### src/etpf_pkg.sv
package etpf_pkg;

   // Default frame length limit in bytes
   localparam int MAX_FRAME_BYTES_DEF = 65536;

   // Configuration register indexes
   localparam logic [1:0] CSR_FILTER_PORT     = 2'd0;
   localparam logic [1:0] CSR_MATCH_ETHERTYPE = 2'd1;
   localparam logic [1:0] CSR_MATCH_PROTOCOL  = 2'd2;

   // Configuration reset values
   localparam logic [15:0] FILTER_PORT_RST     = 16'd8080;
   localparam logic [15:0] MATCH_ETHERTYPE_RST = 16'h0800;
   localparam logic [7:0]  MATCH_PROTOCOL_RST  = 8'd6;

   // Byte positions within the frame
   localparam logic [15:0] POS_MAC_FIRST    = 16'd6;
   localparam logic [15:0] POS_MAC_LAST     = 16'd11;
   localparam logic [15:0] POS_ETYPE_HI     = 16'd12;
   localparam logic [15:0] POS_ETYPE_LO     = 16'd13;
   localparam logic [15:0] ETH_HDR_BYTES    = 16'd14;
   localparam logic [15:0] POS_IP_PROTO     = 16'd23;
   localparam logic [15:0] POS_IP_SRC_FIRST = 16'd26;
   localparam logic [15:0] POS_IP_SRC_LAST  = 16'd29;
   localparam logic [15:0] POS_SATURATED    = 16'hFFFF;

   // Offsets within the TCP header
   localparam logic [15:0] TCP_DOFF_OFS = 16'd12;

   // Smallest legal IHL and data offset, in 32-bit words
   localparam logic [3:0] MIN_HDR_WORDS = 4'd5;

   typedef struct packed {
      logic [7:0] frame_byte;
      logic       frame_last;
   } req_type;

   typedef struct packed {
      logic [7:0]  payload_byte;
      logic        payload_last;
      logic [47:0] src_mac;
      logic [31:0] src_ip;
      logic [15:0] src_port;
      logic [15:0] dst_port;
   } rsp_type;

endpackage

### src/eth_ipv4_tcp_port_filter_unit.sv
// Ethernet / IPv4 / TCP port filter.
// req channel: one frame byte per transfer (req_valid / req_stall), frame_last
// marks the final byte. Frames are checked for the configured ethertype and IP
// protocol, the IPv4 and TCP headers are skipped, and the TCP ports are compared
// against filter_port. Every TCP payload byte of a matching frame leaves on the
// rsp channel with the source MAC, source IP and both ports.
// csr channel: register writes (index, data); csr_ready is always high.
// Output: each payload byte is registered in the result register, or in the
// skid register under rsp_stall. Throughput: one byte per cycle unless stalled;
// all parsing is done in the transfer cycle against per-frame state registers.
// Stall: a two-entry output buffer (result register plus skid register) keeps
// req open while one result waits; req_stall rises only once both hold data.
// Reset (synchronous): frame state cleared, output buffer empty, registers at
// port 8080, ethertype 0x0800, protocol 6.
module eth_ipv4_tcp_port_filter_unit #(
   parameter int MAX_FRAME_BYTES = etpf_pkg::MAX_FRAME_BYTES_DEF
) (
   input  logic              clock,
   input  logic              reset,
   input  logic              req_valid,
   output logic              req_stall,
   input  etpf_pkg::req_type req_data,
   output logic              rsp_valid,
   input  logic              rsp_stall,
   output etpf_pkg::rsp_type rsp_data,
   input  logic              csr_valid,
   output logic              csr_ready,
   input  logic [1:0]        csr_index,
   input  logic [15:0]       csr_data
);

   localparam logic [16:0] MAX_POS = 17'(MAX_FRAME_BYTES);

   // Configuration registers
   logic [15:0] filter_port_ff;
   logic [15:0] match_ethertype_ff;
   logic [7:0]  match_protocol_ff;

   // Per-frame state
   logic [15:0] pos_ff, pos_in;
   logic [7:0]  etype_hi_ff, etype_hi_in;
   logic [5:0]  ip_hdr_ff, ip_hdr_in;
   logic [5:0]  tcp_hdr_ff, tcp_hdr_in;
   logic        rejected_ff, rejected_in;
   logic        matched_ff, matched_in;
   logic [47:0] mac_ff, mac_in;
   logic [31:0] ip_ff, ip_in;
   logic [15:0] sport_ff, sport_in;
   logic [15:0] dport_ff, dport_in;

   // Output buffer
   logic              out_valid_ff, out_valid_in;
   etpf_pkg::rsp_type out_data_ff, out_data_in;
   logic              skid_valid_ff, skid_valid_in;
   etpf_pkg::rsp_type skid_data_ff, skid_data_in;

   logic              accept;
   logic              emit;
   etpf_pkg::rsp_type result;
   logic [15:0]       tcp_start;
   logic [15:0]       tcp_payload;
   logic [3:0]        ihl;
   logic [3:0]        doff;
   logic [7:0]        b;

   assign csr_ready = 1'b1;
   assign req_stall = skid_valid_ff;
   assign accept    = req_valid && !req_stall;
   assign rsp_valid = out_valid_ff;
   assign rsp_data  = out_data_ff;

   // Configuration writes
   always_ff @(posedge clock) begin
      if (reset) begin
         filter_port_ff     <= etpf_pkg::FILTER_PORT_RST;
         match_ethertype_ff <= etpf_pkg::MATCH_ETHERTYPE_RST;
         match_protocol_ff  <= etpf_pkg::MATCH_PROTOCOL_RST;
      end else if (csr_valid && csr_ready) begin
         case (csr_index)
            etpf_pkg::CSR_FILTER_PORT:     filter_port_ff     <= csr_data;
            etpf_pkg::CSR_MATCH_ETHERTYPE: match_ethertype_ff <= csr_data;
            etpf_pkg::CSR_MATCH_PROTOCOL:  match_protocol_ff  <= csr_data[7:0];
            default: ;
         endcase
      end
   end

   // Header parse for one byte
   always_comb begin
      pos_in      = pos_ff;
      etype_hi_in = etype_hi_ff;
      ip_hdr_in   = ip_hdr_ff;
      tcp_hdr_in  = tcp_hdr_ff;
      rejected_in = rejected_ff;
      matched_in  = matched_ff;
      mac_in      = mac_ff;
      ip_in       = ip_ff;
      sport_in    = sport_ff;
      dport_in    = dport_ff;
      emit        = 1'b0;
      b           = req_data.frame_byte;
      ihl         = b[3:0];
      doff        = b[7:4];
      tcp_start   = etpf_pkg::ETH_HDR_BYTES + {10'd0, ip_hdr_ff};
      tcp_payload = tcp_start + {10'd0, tcp_hdr_ff};

      if (accept) begin
         if (({1'b0, pos_ff} < MAX_POS) && !rejected_ff) begin
            // Ethernet and IPv4 fields at fixed positions
            if (pos_ff >= etpf_pkg::POS_MAC_FIRST && pos_ff <= etpf_pkg::POS_MAC_LAST) begin
               mac_in = {mac_ff[39:0], b};
            end else if (pos_ff == etpf_pkg::POS_ETYPE_HI) begin
               etype_hi_in = b;
            end else if (pos_ff == etpf_pkg::POS_ETYPE_LO) begin
               if ({etype_hi_ff, b} != match_ethertype_ff) rejected_in = 1'b1;
            end else if (pos_ff == etpf_pkg::ETH_HDR_BYTES) begin
               if (ihl < etpf_pkg::MIN_HDR_WORDS) rejected_in = 1'b1;
               else ip_hdr_in = {ihl, 2'b00};
            end else if (pos_ff == etpf_pkg::POS_IP_PROTO) begin
               if (b != match_protocol_ff) rejected_in = 1'b1;
            end else if (pos_ff >= etpf_pkg::POS_IP_SRC_FIRST &&
                         pos_ff <= etpf_pkg::POS_IP_SRC_LAST) begin
               ip_in = {ip_ff[23:0], b};
            end

            // TCP fields relative to the end of the IPv4 header
            if (!rejected_in && pos_ff > etpf_pkg::ETH_HDR_BYTES) begin
               if (pos_ff == tcp_start || pos_ff == tcp_start + 16'd1) begin
                  sport_in = {sport_ff[7:0], b};
               end else if (pos_ff == tcp_start + 16'd2 || pos_ff == tcp_start + 16'd3) begin
                  dport_in = {dport_ff[7:0], b};
                  if (pos_ff == tcp_start + 16'd3)
                     matched_in = (sport_ff == filter_port_ff) ||
                                  (dport_in == filter_port_ff);
               end else if (pos_ff == tcp_start + etpf_pkg::TCP_DOFF_OFS) begin
                  if (doff < etpf_pkg::MIN_HDR_WORDS) rejected_in = 1'b1;
                  else tcp_hdr_in = {doff, 2'b00};
               end else if (pos_ff > tcp_start + etpf_pkg::TCP_DOFF_OFS &&
                            pos_ff >= tcp_payload && matched_ff) begin
                  emit = 1'b1;
               end
            end
         end

         // Frame end clears all per-frame state; position saturates
         if (req_data.frame_last) begin
            pos_in      = '0;
            etype_hi_in = '0;
            ip_hdr_in   = '0;
            tcp_hdr_in  = '0;
            rejected_in = 1'b0;
            matched_in  = 1'b0;
            mac_in      = '0;
            ip_in       = '0;
            sport_in    = '0;
            dport_in    = '0;
         end else if (pos_ff != etpf_pkg::POS_SATURATED) begin
            pos_in = pos_ff + 16'd1;
         end
      end

      result.payload_byte = b;
      result.payload_last = req_data.frame_last;
      result.src_mac      = mac_ff;
      result.src_ip       = ip_ff;
      result.src_port     = sport_ff;
      result.dst_port     = dport_ff;
   end

   // Output buffer: result register with a skid register behind it
   always_comb begin
      out_valid_in  = out_valid_ff;
      out_data_in   = out_data_ff;
      skid_valid_in = skid_valid_ff;
      skid_data_in  = skid_data_ff;
      if (skid_valid_ff) begin
         if (!rsp_stall) begin
            out_data_in   = skid_data_ff;
            skid_valid_in = 1'b0;
         end
      end else if (emit) begin
         if (!out_valid_ff || !rsp_stall) begin
            out_valid_in = 1'b1;
            out_data_in  = result;
         end else begin
            skid_valid_in = 1'b1;
            skid_data_in  = result;
         end
      end else if (out_valid_ff && !rsp_stall) begin
         out_valid_in = 1'b0;
      end
   end

   always_ff @(posedge clock) begin
      if (reset) begin
         pos_ff        <= '0;
         etype_hi_ff   <= '0;
         ip_hdr_ff     <= '0;
         tcp_hdr_ff    <= '0;
         rejected_ff   <= 1'b0;
         matched_ff    <= 1'b0;
         mac_ff        <= '0;
         ip_ff         <= '0;
         sport_ff      <= '0;
         dport_ff      <= '0;
         out_valid_ff  <= 1'b0;
         skid_valid_ff <= 1'b0;
      end else begin
         pos_ff        <= pos_in;
         etype_hi_ff   <= etype_hi_in;
         ip_hdr_ff     <= ip_hdr_in;
         tcp_hdr_ff    <= tcp_hdr_in;
         rejected_ff   <= rejected_in;
         matched_ff    <= matched_in;
         mac_ff        <= mac_in;
         ip_ff         <= ip_in;
         sport_ff      <= sport_in;
         dport_ff      <= dport_in;
         out_valid_ff  <= out_valid_in;
         skid_valid_ff <= skid_valid_in;
      end
   end

   // Payload registers need no reset
   always_ff @(posedge clock) begin
      out_data_ff  <= out_data_in;
      skid_data_ff <= skid_data_in;
   end

endmodule

### config.mk
export PLATFORM = sky130hd
export DESIGN_NAME = eth_ipv4_tcp_port_filter_unit
export DESIGN_NICKNAME = d
export VERILOG_FILES = /design/src/etpf_pkg.sv /design/src/eth_ipv4_tcp_port_filter_unit.sv
export SDC_FILE = /design/constraint.sdc
export NUM_CORES = 1
export LEC_CHECK = 0
export BUFFER_PORTS_ARGS = -buffer_cell sky130_fd_sc_hd__buf_2
export CAP_MARGIN = 0
export CORE_ASPECT_RATIO = 1.4
export CORE_MARGIN = 2
export CORE_UTILIZATION = 40
export DETAILED_ROUTE_END_ITERATION = 10
export PLACE_DENSITY = 0.58
export RECOVER_POWER = 25
export SLEW_MARGIN = 20
export SYNTH_ARGS = -nofsm -noshare
export SYNTH_HDL_FRONTEND = slang
export SYNTH_SLANG_ARGS = --single-unit
### constraint.sdc
create_clock -name clock -period 9.95 [get_ports clock]
set_input_delay 1.99 -clock clock [delete_from_list [all_inputs] [get_ports clock]]
set_output_delay 1.99 -clock clock [all_outputs]
set_load 0.03 [all_outputs]
==> results.yml <==
status:
  status: "finished, violations left"
  violations: "capacitance limit, slew limit"
synthesis:
  synth_area_leader_cell: "edfxtp_1"
  synth_edf_count: 242
  synthArstFlopShare: 0
  synth.cell_area_mm2: 0.0174
  synth_area_leaders: "edfxtp_1, dfxtp_1, mux2_2"
  synth_top_cell_area_share: 0.419
  synth.avg_cell_area_um2: 12.7
  synthCells: 1366
  yosys_warnings: 0
  ys_ff_latch: 430
  synthFlopType: "edfxtp_1"
  seq_area_frac_synth: 0.635
  netlist-cell-type-count: 76
routing:
  via_count: 10970
  detail_route.first_pass.iterations: 7
  via_per_inst: 5.27
  wire_per_inst_um: 20.1
  drc: 0
  ant_nets: 0
  wirelength_mm: 41.9
  first_iter_violations: 589
global_routing:
  grt_max_degree: 98
  antenna_found_initial: 1
  grt_pass1_wl_mm: 64.3
  grt_overflow_total: 0
  grt_pass1_vias: 10693
  grt_use_total: 0.181
final_layout:
  area_growth_pct: 15.5
  nFillCells: 3930
  mostFrequentLayoutCells: "edfxtp_1, dfxtp_1, buf_2"
  diodes: 0
  layout_commonest_cell: "edfxtp_1"
  nets: 1552
  drive_gt1_frac: 0.237
floorplanning:
  fp.dieH_um: 251
  core_mm2: 0.0430
  start_util: 0.404
  rows: 90
  ios: 156
  die_width_um: 180
  die_area_mm2: 0.0451
worst_setup_path:
  critPathKind: "reg2reg"
  crit-reg2reg-launch: "req_stall$_SDFF_PP0_"
  end_kind: "flop"
  ff2ff_setup_slack_ps: 3470
  worstPathBufferInverterCount: 2
  path_cells: "clkbuf_1 > clkbuf_1 > mux2_2"
  regToRegEndpoint: "rsp_data[81]$_DFFE_PP_"
  critPathSlowestCell: "clkbuf_1"
  critPathRequiredTime_ps: 10240
  path_max_fanout: 53
  crit_family: "buffers and inverters"
  crit_arrival_ps: 6770
  worstRegToRegCells: 3
  start_kind: "flop"
  crit_top_cell: "clkbuf_1"
  max_stage_delay_ps: 2170
timing:
  skew_ps: 17.3
  fmax_ghz: 0.154
  period_minus_slack_ps: 6480
  setup_viol: 0
  hold_slack_ps: 456
  post-route-period-util: 0.652
  slew_viol_final: 191
  hold_viol_final: 0
  rsz0062_at_grt: "no"
  tns_ps: 0
  worstMarginPinSlew_ps: 2950
  relSlewSlack: -0.965
clocking:
  postCtsSetupBuffers: 0
  cts-buffers-inserted: 42
  clk_path_buf_depth: 3
  hold_buffers: 0
  clkTransAtPathRegs_ps: 60
  cts_tree: "built"
  cts-root-buf: "clkbuf_16"
  clock_sinks: 430
  insertion_delay_ps: 560
  post_cts_resized: 0
  h-tree-depth: 2
power:
  powerDensity_mw_per_mm2: 180
  ir_drop_mv: 0.113
  power.leakage_uw: 0.00764
placed_design:
  hpwl_mm: 28.0
  routabilityCongestion: 0.847
  io_buffers: 154
min_path:
  holdPathStages: 0
  worstHoldStart: "mac_ff[40]$_SDFFE_PP0P_"
  hp-class: "reg2reg"
  holdPathEnd: "skid_data_ff[104]$_DFFE_PP_"
flow_run:
  cap_violations: 5
==> cells by family (layout without fill, tap and decap cells) <==
logic type                 count (synthesis)  count (layout)  synth area share
muxes                                    134             134            0.0858
xor gates and xnor gates                  84              84            0.0428
other                                      1               2          0.000216
and+or+nand+nor                          374             374             0.104
DFF                                      430             430             0.635
buffers and inverters                    102             265            0.0239
adders and majority gates                 24              24            0.0177
AOI/OAI and AO/OA                        217             217            0.0897
==> registers in the layout (all words and copies together), names as in the netlist <==
signal,flops
ip_ff,32
match_ethertype_ff,16
etype_hi_ff,8
tcp_hdr_ff,4
req_stall,1
ip_hdr_ff,4
matched_ff,1
filter_port_ff,16
sport_ff,16
dport_ff,16
match_protocol_ff,8
rejected_ff,1
skid_data_ff,121
pos_ff,16
mac_ff,48
rsp_valid,1
rsp_data,121
==> worst max-delay path by stage <==
stage / from / endpoint / slack, ps / cells after the start
after floorplan: req_data[5] / skid_data_ff[0]$_DFFE_PP_ / 710 / 8
after global placement: req_data[7] / skid_data_ff[78]$_DFFE_PP_ / 4380 / 9
after CTS: req_data[5] / skid_data_ff[31]$_DFFE_PP_ / 4920 / 9
after global routing: req_stall$_SDFF_PP0_ / rsp_data[81]$_DFFE_PP_ / 2890 / 3
final: req_stall$_SDFF_PP0_ / rsp_data[81]$_DFFE_PP_ / 3470 / 3
after detailed placement: req_data[8] / skid_data_ff[78]$_DFFE_PP_ / 4330 / 9
==> layer usage <==
layer,up-vias,track usage,wire (um)
li1,5250,-,-
met1,5388,0.235,18100
met2,265,0.310,20800
met3,65,0.0285,1790
met4,2,0.0585,1120
met5,-,0,15
==> per-stage QoR <==
stage	setup WS, ps	util	power [uW]	cells	instance area (um2)
after global placement	4380	0.434	2020	2004	18700
after global routing	2890	0.466	3720	2082	20000
final	3470	0.466	3610	2082	20000
after detailed placement	4330	0.434	2020	2004	18700
after floorplan	711	-	1990	1367	17400
after CTS	4920	0.467	3640	2082	20100
==> worst reg2reg max path, cell delays in order, from the launching register on <==
cell	delay [ps]
dfxtp_1	1420
clkbuf_1	2170
clkbuf_1	2090
mux2_2	530
==> cells in the mapped netlist (all sizes together) (2+ instances only) <==
cell type  number
nand4b          2
and3b           3
a22o           12
and3            5
buf            25
a21o            7
o2111ai         2
o221a           8
o211ai          8
nor3           11
a211o           2
nand4          18
a32o            4
nor4           10
o31ai           2
a2111oi         5
nor2b          12
dfxtp         188
and4            3
o21ai          19
a31oi           2
a41oi           2
nand2         134
o21a            2
a21oi          72
nand3b         11
or3b            2
ha             23
clkbuf         61
mux2          119
nand3          37
o2bb2ai         6
xnor2          61
nand2b          2
mux2i          15
nor2          105
or4             2
xor2           23
nor3b           3
inv            16
edfxtp        242
a22oi          56
or3             8
==> where the power goes <==
part	switching (uW)	leakage (uW)	internal [uW]	total (uW)
Combinational	73.9	0.00294	33.8	108
Sequential	10.3	0.00400	1870	1880
Clock	685	0.000695	936	1620
Total	769	0.00764	2840	3610
==> layout make-up <==
cell class / count / area, um2 / share of cell area
Inverter: 16 / 60.1 / 0.00300
Timing Repair Buffer: 171 / 878 / 0.0438
Multi-Input combinational cell: 835 / 5970 / 0.298
Clock buffer: 52 / 1150 / 0.0574
Sequential cell: 430 / 11000 / 0.550
Clock inverter: 26 / 263 / 0.0131
Tap cell: 552 / 691 / 0.0345
No activity file was read; power rests on OpenSTA's default activity.
